### config.mk
export PLATFORM = sky130hd
export DESIGN_NAME = static_route_lookup_top
export DESIGN_NICKNAME = d
export VERILOG_FILES = /design/src/rtl/srl_pkg.sv /design/src/rtl/srl_row_ram.sv /design/src/rtl/srl_ctrl.sv /design/src/rtl/static_route_lookup_top.sv
export SDC_FILE = /design/constraint.sdc
export NUM_CORES = 2
export LEC_CHECK = 0
export BUFFER_PORTS_ARGS = -buffer_cell sky130_fd_sc_hd__buf_2
export CAP_MARGIN = 20
export CELL_PAD_IN_SITES_DETAIL_PLACEMENT = 1
export CELL_PAD_IN_SITES_GLOBAL_PLACEMENT = 1
export CORE_ASPECT_RATIO = 1.4
export CORE_MARGIN = 4
export CORE_UTILIZATION = 55
export CTS_CLUSTER_SIZE = 14
export DETAILED_ROUTE_END_ITERATION = 8
export MAX_ROUTING_LAYER = met4
export PLACE_DENSITY = 0.89
export SYNTH_ARGS = -nofsm -noshare
export SYNTH_HDL_FRONTEND = slang
export SYNTH_SLANG_ARGS = --single-unit
### constraint.sdc
create_clock -name clk -period 10.65 [get_ports clk]
set_clock_uncertainty 0.05 [all_clocks]
set_input_delay 2.6625 -clock clk [delete_from_list [all_inputs] [get_ports clk]]
set_output_delay 2.6625 -clock clk [all_outputs]
set_load 0.005 [all_outputs]
### src/rtl/srl_pkg.sv
package srl_pkg;

  localparam int ENTRIES = 16;
  localparam int IDX_W   = $clog2(ENTRIES);
  localparam int CNT_W   = $clog2(ENTRIES + 1);
  localparam int LEN_W   = 6;

  localparam logic [1:0] KIND_LOOKUP = 2'd0;
  localparam logic [1:0] KIND_APPEND = 2'd1;
  localparam logic [1:0] KIND_DELETE = 2'd2;

  localparam logic [1:0] ST_OK     = 2'd0;
  localparam logic [1:0] ST_FULL   = 2'd1;
  localparam logic [1:0] ST_BADPOS = 2'd2;

  localparam int FLAG_UP = 0;
  localparam int FLAG_GW = 1;

  localparam logic [1:0] PORT_NONE = 2'd0;

  // One table row. The prefix length is worked out once, when the row is appended.
  typedef struct packed {
    logic [31:0]      dest;
    logic [31:0]      mask;
    logic [31:0]      gateway;
    logic [2:0]       flags;
    logic             port;
    logic [7:0]       metric;
    logic [LEN_W-1:0] len;
  } row_t;

  localparam int ROW_W = $bits(row_t);

  function automatic logic [3:0] ones8(input logic [7:0] v);
    logic [3:0] n;
    n = 4'd0;
    for (int b = 0; b < 8; b++) begin
      n = n + {3'd0, v[b]};
    end
    return n;
  endfunction

  function automatic logic [LEN_W-1:0] ones32(input logic [31:0] v);
    logic [4:0] lo;
    logic [4:0] hi;
    lo = {1'b0, ones8(v[7:0])} + {1'b0, ones8(v[15:8])};
    hi = {1'b0, ones8(v[23:16])} + {1'b0, ones8(v[31:24])};
    return {1'b0, lo} + {1'b0, hi};
  endfunction

endpackage

### src/rtl/srl_row_ram.sv
module srl_row_ram #(
  parameter int DEPTH = 16,
  parameter int WIDTH = 8
) (
  input  logic                     clk,
  input  logic                     we,
  input  logic [$clog2(DEPTH)-1:0] waddr,
  input  logic [WIDTH-1:0]         wdata,
  input  logic [$clog2(DEPTH)-1:0] raddr,
  output logic [WIDTH-1:0]         rdata
);

  logic [WIDTH-1:0] mem [DEPTH];

  always_ff @(posedge clk) begin
    if (we) begin
      mem[waddr] <= wdata;
    end
    rdata <= mem[raddr];
  end

endmodule

### src/rtl/srl_ctrl.sv
module srl_ctrl
  import srl_pkg::*;
(
  input  logic             clk,
  input  logic             rst,
  input  logic             in_valid,
  output logic             in_ready,
  input  logic [1:0]       kind,
  input  logic [31:0]      dest_ip,
  input  logic [31:0]      net_mask,
  input  logic [31:0]      gateway_ip,
  input  logic [2:0]       route_flags,
  input  logic             port_index,
  input  logic [7:0]       route_metric,
  input  logic [3:0]       position,
  output logic             out_valid,
  input  logic             out_ready,
  output logic [1:0]       out_port,
  output logic [31:0]      next_hop,
  output logic [1:0]       status,
  output logic             ram_we,
  output logic [IDX_W-1:0] ram_waddr,
  output logic [ROW_W-1:0] ram_wdata,
  output logic [IDX_W-1:0] ram_raddr,
  input  logic [ROW_W-1:0] ram_rdata
);

  typedef enum logic [1:0] {S_IDLE, S_LOOK, S_DEL, S_RESULT} state_t;

  state_t           state;
  logic [CNT_W-1:0] row_count;
  logic [CNT_W-1:0] scan;
  logic             pend;
  logic [IDX_W-1:0] wr_idx;
  logic [31:0]      ip;
  logic             found;
  logic [LEN_W-1:0] best_len;
  logic [1:0]       res_port;
  logic [31:0]      res_hop;
  logic [1:0]       res_status;

  logic             accept;
  logic             full;
  logic             pos_bad;
  logic             scan_live;
  logic             out_free;
  logic             row_hit;
  row_t             new_row;
  row_t             rd_row;

  assign in_ready  = (state == S_IDLE);
  assign accept    = in_valid && in_ready;
  assign full      = (row_count == CNT_W'(ENTRIES));
  assign pos_bad   = (CNT_W'(position) >= row_count);
  assign scan_live = (scan < row_count);
  assign out_free  = !out_valid || out_ready;
  assign rd_row    = row_t'(ram_rdata);

  always_comb begin
    new_row.dest    = dest_ip;
    new_row.mask    = net_mask;
    new_row.gateway = gateway_ip;
    new_row.flags   = route_flags;
    new_row.port    = port_index;
    new_row.metric  = route_metric;
    new_row.len     = ones32(net_mask);
  end

  assign row_hit = rd_row.flags[FLAG_UP] && ((ip & rd_row.mask) == rd_row.dest) &&
                   (!found || (rd_row.len > best_len));

  // An append writes straight from the input; a delete copies each later row up one place.
  always_comb begin
    if (state == S_IDLE) begin
      ram_we    = accept && (kind == KIND_APPEND) && !full;
      ram_waddr = row_count[IDX_W-1:0];
      ram_wdata = ROW_W'(new_row);
    end else begin
      ram_we    = (state == S_DEL) && pend;
      ram_waddr = wr_idx;
      ram_wdata = ram_rdata;
    end
  end

  assign ram_raddr = scan[IDX_W-1:0];

  always_ff @(posedge clk) begin
    if (rst) begin
      state     <= S_IDLE;
      row_count <= '0;
      pend      <= 1'b0;
      out_valid <= 1'b0;
    end else begin
      if (out_valid && out_ready && (state != S_RESULT)) begin
        out_valid <= 1'b0;
      end
      unique case (state)
        S_IDLE: begin
          if (accept) begin
            ip         <= dest_ip;
            res_port   <= PORT_NONE;
            res_hop    <= '0;
            found      <= 1'b0;
            best_len   <= '0;
            pend       <= 1'b0;
            unique case (kind)
              KIND_LOOKUP: begin
                res_status <= ST_OK;
                scan       <= '0;
                state      <= S_LOOK;
              end
              KIND_APPEND: begin
                state <= S_RESULT;
                if (full) begin
                  res_status <= ST_FULL;
                end else begin
                  res_status <= ST_OK;
                  row_count  <= row_count + 1'b1;
                end
              end
              KIND_DELETE: begin
                if (pos_bad) begin
                  res_status <= ST_BADPOS;
                  state      <= S_RESULT;
                end else begin
                  res_status <= ST_OK;
                  scan       <= CNT_W'(position) + 1'b1;
                  state      <= S_DEL;
                end
              end
              default: begin
                res_status <= ST_OK;
                state      <= S_RESULT;
              end
            endcase
          end
        end
        S_LOOK: begin
          pend <= scan_live;
          if (scan_live) begin
            scan <= scan + 1'b1;
          end
          if (pend && row_hit) begin
            found    <= 1'b1;
            best_len <= rd_row.len;
            res_port <= rd_row.port ? 2'd2 : 2'd1;
            res_hop  <= rd_row.flags[FLAG_GW] ? rd_row.gateway : ip;
          end
          if (!scan_live && !pend) begin
            state <= S_RESULT;
          end
        end
        S_DEL: begin
          pend   <= scan_live;
          wr_idx <= scan[IDX_W-1:0] - 1'b1;
          if (scan_live) begin
            scan <= scan + 1'b1;
          end
          if (!scan_live && !pend) begin
            row_count <= row_count - 1'b1;
            state     <= S_RESULT;
          end
        end
        S_RESULT: begin
          if (out_free) begin
            out_valid <= 1'b1;
            out_port  <= res_port;
            next_hop  <= res_hop;
            status    <= res_status;
            state     <= S_IDLE;
          end
        end
        default: state <= S_IDLE;
      endcase
    end
  end

endmodule

### src/rtl/static_route_lookup_top.sv
// Channel   Handshake              Payload
// input     in_valid / in_ready    kind, dest_ip, net_mask, gateway_ip, route_flags,
//                                  port_index, route_metric, position
// output    out_valid / out_ready  out_port, next_hop, status
//
// A lookup reads the row memory one row per cycle; its read data is registered.
// A delete that moves rows copies each later row up one place, reading and writing
// the row memory through its read and write ports; deleting the last row moves none.
// Appends, bad deletes and unused kinds go directly to the result state.
// in_ready rises with out_valid.
// Reset empties the table at once; stored rows are not cleared.
// A stalled result holds in the output register while the next item is accepted.
module static_route_lookup_top
  import srl_pkg::*;
(
  input  logic        clk,
  input  logic        rst,
  input  logic        in_valid,
  output logic        in_ready,
  input  logic [1:0]  kind,
  input  logic [31:0] dest_ip,
  input  logic [31:0] net_mask,
  input  logic [31:0] gateway_ip,
  input  logic [2:0]  route_flags,
  input  logic        port_index,
  input  logic [7:0]  route_metric,
  input  logic [3:0]  position,
  output logic        out_valid,
  input  logic        out_ready,
  output logic [1:0]  out_port,
  output logic [31:0] next_hop,
  output logic [1:0]  status
);

  logic             ram_we;
  logic [IDX_W-1:0] ram_waddr;
  logic [ROW_W-1:0] ram_wdata;
  logic [IDX_W-1:0] ram_raddr;
  logic [ROW_W-1:0] ram_rdata;

  srl_ctrl u_ctrl (
    .clk          (clk),
    .rst          (rst),
    .in_valid     (in_valid),
    .in_ready     (in_ready),
    .kind         (kind),
    .dest_ip      (dest_ip),
    .net_mask     (net_mask),
    .gateway_ip   (gateway_ip),
    .route_flags  (route_flags),
    .port_index   (port_index),
    .route_metric (route_metric),
    .position     (position),
    .out_valid    (out_valid),
    .out_ready    (out_ready),
    .out_port     (out_port),
    .next_hop     (next_hop),
    .status       (status),
    .ram_we       (ram_we),
    .ram_waddr    (ram_waddr),
    .ram_wdata    (ram_wdata),
    .ram_raddr    (ram_raddr),
    .ram_rdata    (ram_rdata)
  );

  srl_row_ram #(
    .DEPTH (ENTRIES),
    .WIDTH (ROW_W)
  ) u_rows (
    .clk   (clk),
    .we    (ram_we),
    .waddr (ram_waddr),
    .wdata (ram_wdata),
    .raddr (ram_raddr),
    .rdata (ram_rdata)
  );

endmodule

* Yosys cells after proc, flatten, opt, wreduce, memory -nomap -nowiden
Memory sizes are Yosys's and may differ from the RTL's. A register that Yosys moved wholly into a read port is not among the register bits.
Index checks and enable logic that the tools add are counted.
** Cells by class
- Add/sub/neg operators :: 36
- Order comparisons :: 3
- Eq/ne operators :: 18
- Multiplexer cells :: 42
- Bitwise logic cells :: 2
- Reduce and logical (&&, ||, !) cells :: 31
** Operators with widths (count)
- $mux 114 :: 1
- $add 4x1->4 :: 24
- $mux 32 :: 3
- $pmux 32 s2 :: 1
- $mux 5 :: 7
- $and 32x32->32 :: 1
- $eq 32x32->1 :: 1
- $pmux 5 s2 :: 3
- $mux 2 :: 7
- $mux 6 :: 2
- $pmux 2 s2 :: 3
- $pmux 6 s2 :: 1
- $add 4x4->5 :: 2
- $add 5x1->5 const B :: 2
- $logic_and 1x1->1 :: 10
- $mux 1 :: 10
- $ne 2x2->1 const B :: 5
- $reduce_and 3->1 :: 3
- $add 1x1->2 :: 4
- $ne 2x1->1 const B :: 4
- $add 5x5->6 :: 1
- $eq 2x2->1 const B :: 3
- $gt 6x6->1 :: 1
- $ne 3x3->1 const B :: 2
- other kinds (20) :: 31
** Word-level totals
- Flip-flop bits (word level) :: 129
- Memory bits (writable) :: 1824
- Input bits :: 118
- Logic and storage cells :: 148
- Memories kept :: 1
** Memories
- u_rows.mem :: words 16, width 114, rd ports 1, clocked after Yosys merged registers in 1, write ports 1, line srl_row_ram.sv:13 : logic [WIDTH-1:0] mem [DEPTH];

* Longest topological paths before layout
- Word-level depth :: 10
- Depth in mapped cells :: 19
- Depth with buffers taken out :: 19

* Cells and area by module
Synthesis repeated with hierarchy kept, for this count alone.
** Second synthesis, totals
- Cell total of the unflattened synthesis :: 3586
- Area, all modules :: 78650.4 um2
** Modules (own cells, without submodules)
- srl_row_ram :: instances 1, cells an instance 2916, area each 70450.1 um2, sequential area each 57054.7 um2
- srl_ctrl :: instances 1, cells an instance 670, area each 8200.4 um2, sequential area each 3783.6 um2

* Least setup slack after synthesis
Ideal clock, no wire load.
- Path type :: input to register
- Start :: in kind[1]
- End :: mem u_rows.mem[1][0] (netlist bit) (enable)
- Library setup time :: 0.570 ns
- Arrival :: 7.837 ns
- Data required time :: 10.030 ns
- Setup slack :: 2.193 ns
- Stages on the path :: 7
- Buffers on the path :: 0
- Path through :: inv_1 ha_1 nand3_1 a31oi_1 a21o_1 o21ai_0 nor2_1
** Between the ends
- Longest elaborated chain between the ends :: 6
** Ends and longest elaborated chain
- start, declared :: line static_route_lookup_top.sv:20 : input logic [1:0] kind,
- $eq 2x1->1 :: line srl_ctrl.sv:75 : ram_we = accept && (kind == KIND_APPEND) && !full;
- $logic_and 1x1->1 (2 in series) :: line srl_ctrl.sv:75
- $mux 1 :: line srl_ctrl.sv:74 : if (state == S_IDLE) begin
- $mux 1 :: line srl_row_ram.sv:16 : if (we) begin
- $mux 1 (not written as such) :: line srl_row_ram.sv:17 : mem[waddr] <= wdata;
- end, declared :: line srl_row_ram.sv:13
No other way between the ends.

* Worst setup path after layout
- Start :: in net_mask[8]
- End :: mem u_rows.mem[10][4] (netlist bit), data pin
** Between the ends
- Longest elaborated chain between the ends :: 10
** Ends and longest elaborated chain
- start, declared :: line static_route_lookup_top.sv:22 : input logic [31:0] net_mask,
- $add 1x1->2 :: line srl_pkg.sv:38 : n = n + {3'd0, v[b]};
- $add 4x1->4 (6 in series) :: line srl_pkg.sv:38
- $add 4x4->5 :: line srl_pkg.sv:46 : lo = {1'b0, ones8(v[7:0])} + {1'b0, ones8(v[15:8])};
- $add 5x5->6 :: line srl_pkg.sv:48 : return {1'b0, lo} + {1'b0, hi};
- $mux 114 :: line srl_ctrl.sv:74
- named net ram_wdata[4] :: line static_route_lookup_top.sv:37 : logic [ROW_W-1:0] ram_wdata;
The timed path passes the listed nets, and every way through them passes these cells.

==> impl_metrics.py <==
metrics = {
    "status": {
        "status": "complete, no violations",
    },
    "cells_and_area": {
        "drive_above_1_share": 0.306,
        "fin_cells": 5289,
        "fillers": 10586,
        "nets": 3570,
        "final_cell_area_um2": 81600,
        "final_cell_mix": "edfxtp_1 (1,800), mux4_2 (525), clkbuf_16 (168), buf_2 (147), dfxtp_1 (113)",
        "syn2layout_area_growth_pct": 11.1,
        "layout_commonest_cell": "edfxtp_1",
    },
    "clocking": {
        "clkSlewWorstSetupHoldPaths_ps": 60,
        "cts_resized": 0,
        "numCtsBuffers": 166,
        "cts_tree": "done",
        "worst_skew_pair.late_latency_ps": 820,
        "cts.path.max_buffers": 3,
        "htreeDepth": 4,
        "cts_root_buf": "clkbuf_16",
        "postCtsSetupBuffers": 0,
        "clock_sinks": 1914,
        "ctsHoldBuffers": 0,
    },
    "pwr": {
        "p_int_uw": 14700,
        "seqPwrFrac": 0.494,
        "vdd_drop_max_uv": 174,
        "switching_share": 0.301,
        "clock_power_share": 0.287,
        "pwr-share-comb": 0.218,
        "powerDensity_nw_per_um2": 258,
        "power_leakage_uw": 0.0261,
        "power_switching_uw": 6330,
    },
    "critical_path": {
        "path_delay_family": "adder cells",
        "path_cells": "buf_2 -> ha_1 -> inv_1 -> fa_1 -> fa_1 -> inv_1 -> fa_1 -> fa_1 -> xor2_1 -> fa_1 -> inv_1 -> fa_1 -> inv_1 -> ha_1 -> a21o_1 -> a21oi_1 -> xnor2_1 -> mux2_2",
        "cp-start-kind": "primary input",
        "crit_buf_inv": 5,
        "crit_required_ps": 11110,
        "rrSetupSlack_ps": 5450,
        "critPathKind": "primary input to register",
        "cp_slowest_cell": "fa_1",
        "slowest_delay_ps": 510,
        "end_kind": "register",
        "crit_top_cell": "fa_1",
        "critPathMaxFanout": 16,
        "crit_arrival_ps": 8330,
    },
    "global_route": {
        "grtUsageTotal": 0.327,
        "grt_pass1_vias": 38382,
        "grt_pass1_wl_mm": 305,
        "grt_max_degree": 154,
        "grt.overflow.total": 0,
        "antenna_found_initial": 17,
    },
    "placed_design": {
        "port_buffers": 146,
        "numPlacedInstances": 4972,
        "place.gp.congestion": 0.801,
        "dp_slack_ps": 1960,
        "dpl.hpwl_mm": 110,
        "dpl_cell_area_um2": 76300,
    },
    "logic_synthesis": {
        "synthArstFlopShare": 0,
        "syn-num-nets": 3336,
        "synth_ff_type": "edfxtp_1",
        "synthTopCellsByArea": "edfxtp_1 (74%), mux4_2 (16%), dfxtp_1 (3.1%), mux2_2 (1.6%), ha_1 (0.77%)",
        "yosysSeqAreaShare": 0.768,
        "synth_edf_count": 1800,
        "ys_ff_latch": 1914,
        "synth.distinct_cells": 45,
        "netlist_instances": 3148,
        "synth_top_area_cell": "edfxtp_1",
        "yosysWarnings": 0,
        "avgSynthCellArea_um2": 23.3,
        "synth_top_area_frac": 0.736,
        "synth_area_um2": 73400,
    },
    "timing": {
        "report.final.slew_viol_count": 0,
        "worstMarginPinSlew_ps": 1290,
        "fmax_mhz": 127,
        "relSlewSlack": 0.141,
        "finalSetupViolCount": 0,
        "worst_slack_ps": 2780,
        "rsz0062_at_grt": "false",
        "period_needed_ps": 7870,
        "setup_tns_ps": 0,
        "hold_viol": 0,
        "fin_crit_sh": 0.739,
    },
    "die": {
        "start_util": 0.554,
        "die-area_um2": 139000,
        "coreArea_um2": 132000,
        "io_pins": 156,
        "die_x_um": 317,
        "row_count": 158,
        "dieHeight_um": 440,
    },
    "flow_run": {
        "cap_violations": 0,
    },
    "detailed_routing": {
        "wl_per_cell_um": 40.8,
        "drc_errors": 0,
        "vias": 37164,
        "ant_nets": 0,
        "wl_mm": 216,
        "avgViaCountPerCell": 7.03,
        "drtIter0Drc": 5986,
        "first_pass_iters": 8,
    },
    "worst_hold_path": {
        "hp-class": "register to register",
    },
}
## area by class of cell
| class | count | area, µm² | share of cell area |
|---|---|---|---|
| antenna | 13 | 32.5 | 0.000399 |
| clock buffer | 261 | 4750 | 0.0583 |
| clock inverter | 41 | 488 | 0.00598 |
| inverter | 80 | 300 | 0.00368 |
| multi-input combinational | 1011 | 16200 | 0.198 |
| sequential | 1914 | 56300 | 0.691 |
| tap | 1760 | 2200 | 0.0270 |
| timing repair buffer | 209 | 1290 | 0.0158 |
## registers in the layout (all words and copies together) (netlist names)
signal / flops
u_ctrl.best_len: 6
u_ctrl.found: 1
u_ctrl.ip: 32
u_ctrl.next_hop: 32
u_ctrl.out_port: 2
u_ctrl.out_valid: 1
u_ctrl.pend: 1
u_ctrl.res_hop: 32
u_ctrl.res_port: 2
u_ctrl.res_status: 2
u_ctrl.row_count: 5
u_ctrl.scan: 5
u_ctrl.state: 2
u_ctrl.status: 2
u_ctrl.wr_idx: 4
u_rows.mem: 1680
u_rows.rdata: 105
## routing by layer
layer,part of all wire,GRT usage,routed length [µm],vias up
li1,-,-,-,13611
met3,0.10,0.0638,22100,620
met1,0.33,0.404,72100,19575
met4,0.061,0.170,13200,0
met5,0,-,0,-
met2,0.50,0.520,109000,3358
## per-stage QoR
stage	total power (µW)	hold WS, ps	utilization
floorplan	13100	350	-
global route	21600	377	0.616
global placement	14300	351	0.576
detailed placement	14700	356	0.576
CTS	21000	358	0.616
finish	21000	366	0.616
## path summary, 6_finish.rpt
check                                                     start                      endpoint  cells past startpoint
worst max register to register     u_ctrl.state[0]$_SDFFE_PP0P_   u_rows.mem[1][34]$_DFFE_PP_                      9
worst max-delay path                                net_mask[8]   u_rows.mem[10][4]$_DFFE_PP_                     18
worst min-delay path            u_ctrl.res_hop[4]$_SDFFCE_PN0P_  u_ctrl.next_hop[4]$_DFFE_PP_                      0
worst min register to register  u_ctrl.res_hop[4]$_SDFFCE_PN0P_  u_ctrl.next_hop[4]$_DFFE_PP_                      0
## power groups by stage
| stage | Sequential (µW) | Clock (µW) | Combinational [µW] |
|---|---|---|---|
| 5_1_grt | 10400 | 6430 | 4810 |
| 6_report | 10400 | 6050 | 4590 |
| 2_1_floorplan | 10200 | 0 | 2860 |
| 3_5_place_dp | 10500 | 0 | 4240 |
| 3_3_place_gp | 10500 | 0 | 3880 |
| 4_1_cts | 10400 | 6100 | 4500 |
## cells by family after synthesis
logic type,share of synthesized area
flip-flops,0.768
multiplexers,0.181
buffers and inverters,0.0141
AND/OR/NAND/NOR,0.0113
adder cells (fa/ha/maj),0.0145
AO/OA/AOI/OAI,0.00530
XOR/XNOR,0.00585
## cell usage after synthesis (all sizes together) (6+ instances only)
library cell and n:
mux2i 34, o21ai 14, dfxtp 114, nor2 38, nand2 51, xor2 22, mux2 102, xnor2 27
nand4 7, ha 45, inv 80, buf 61, fa 25, a21oi 16, nand3 6, edfxtp 1800
clkbuf 82, nor2b 37, and2 7, mux4 525, a21o 10
Power figures use the tool's default switching activity.
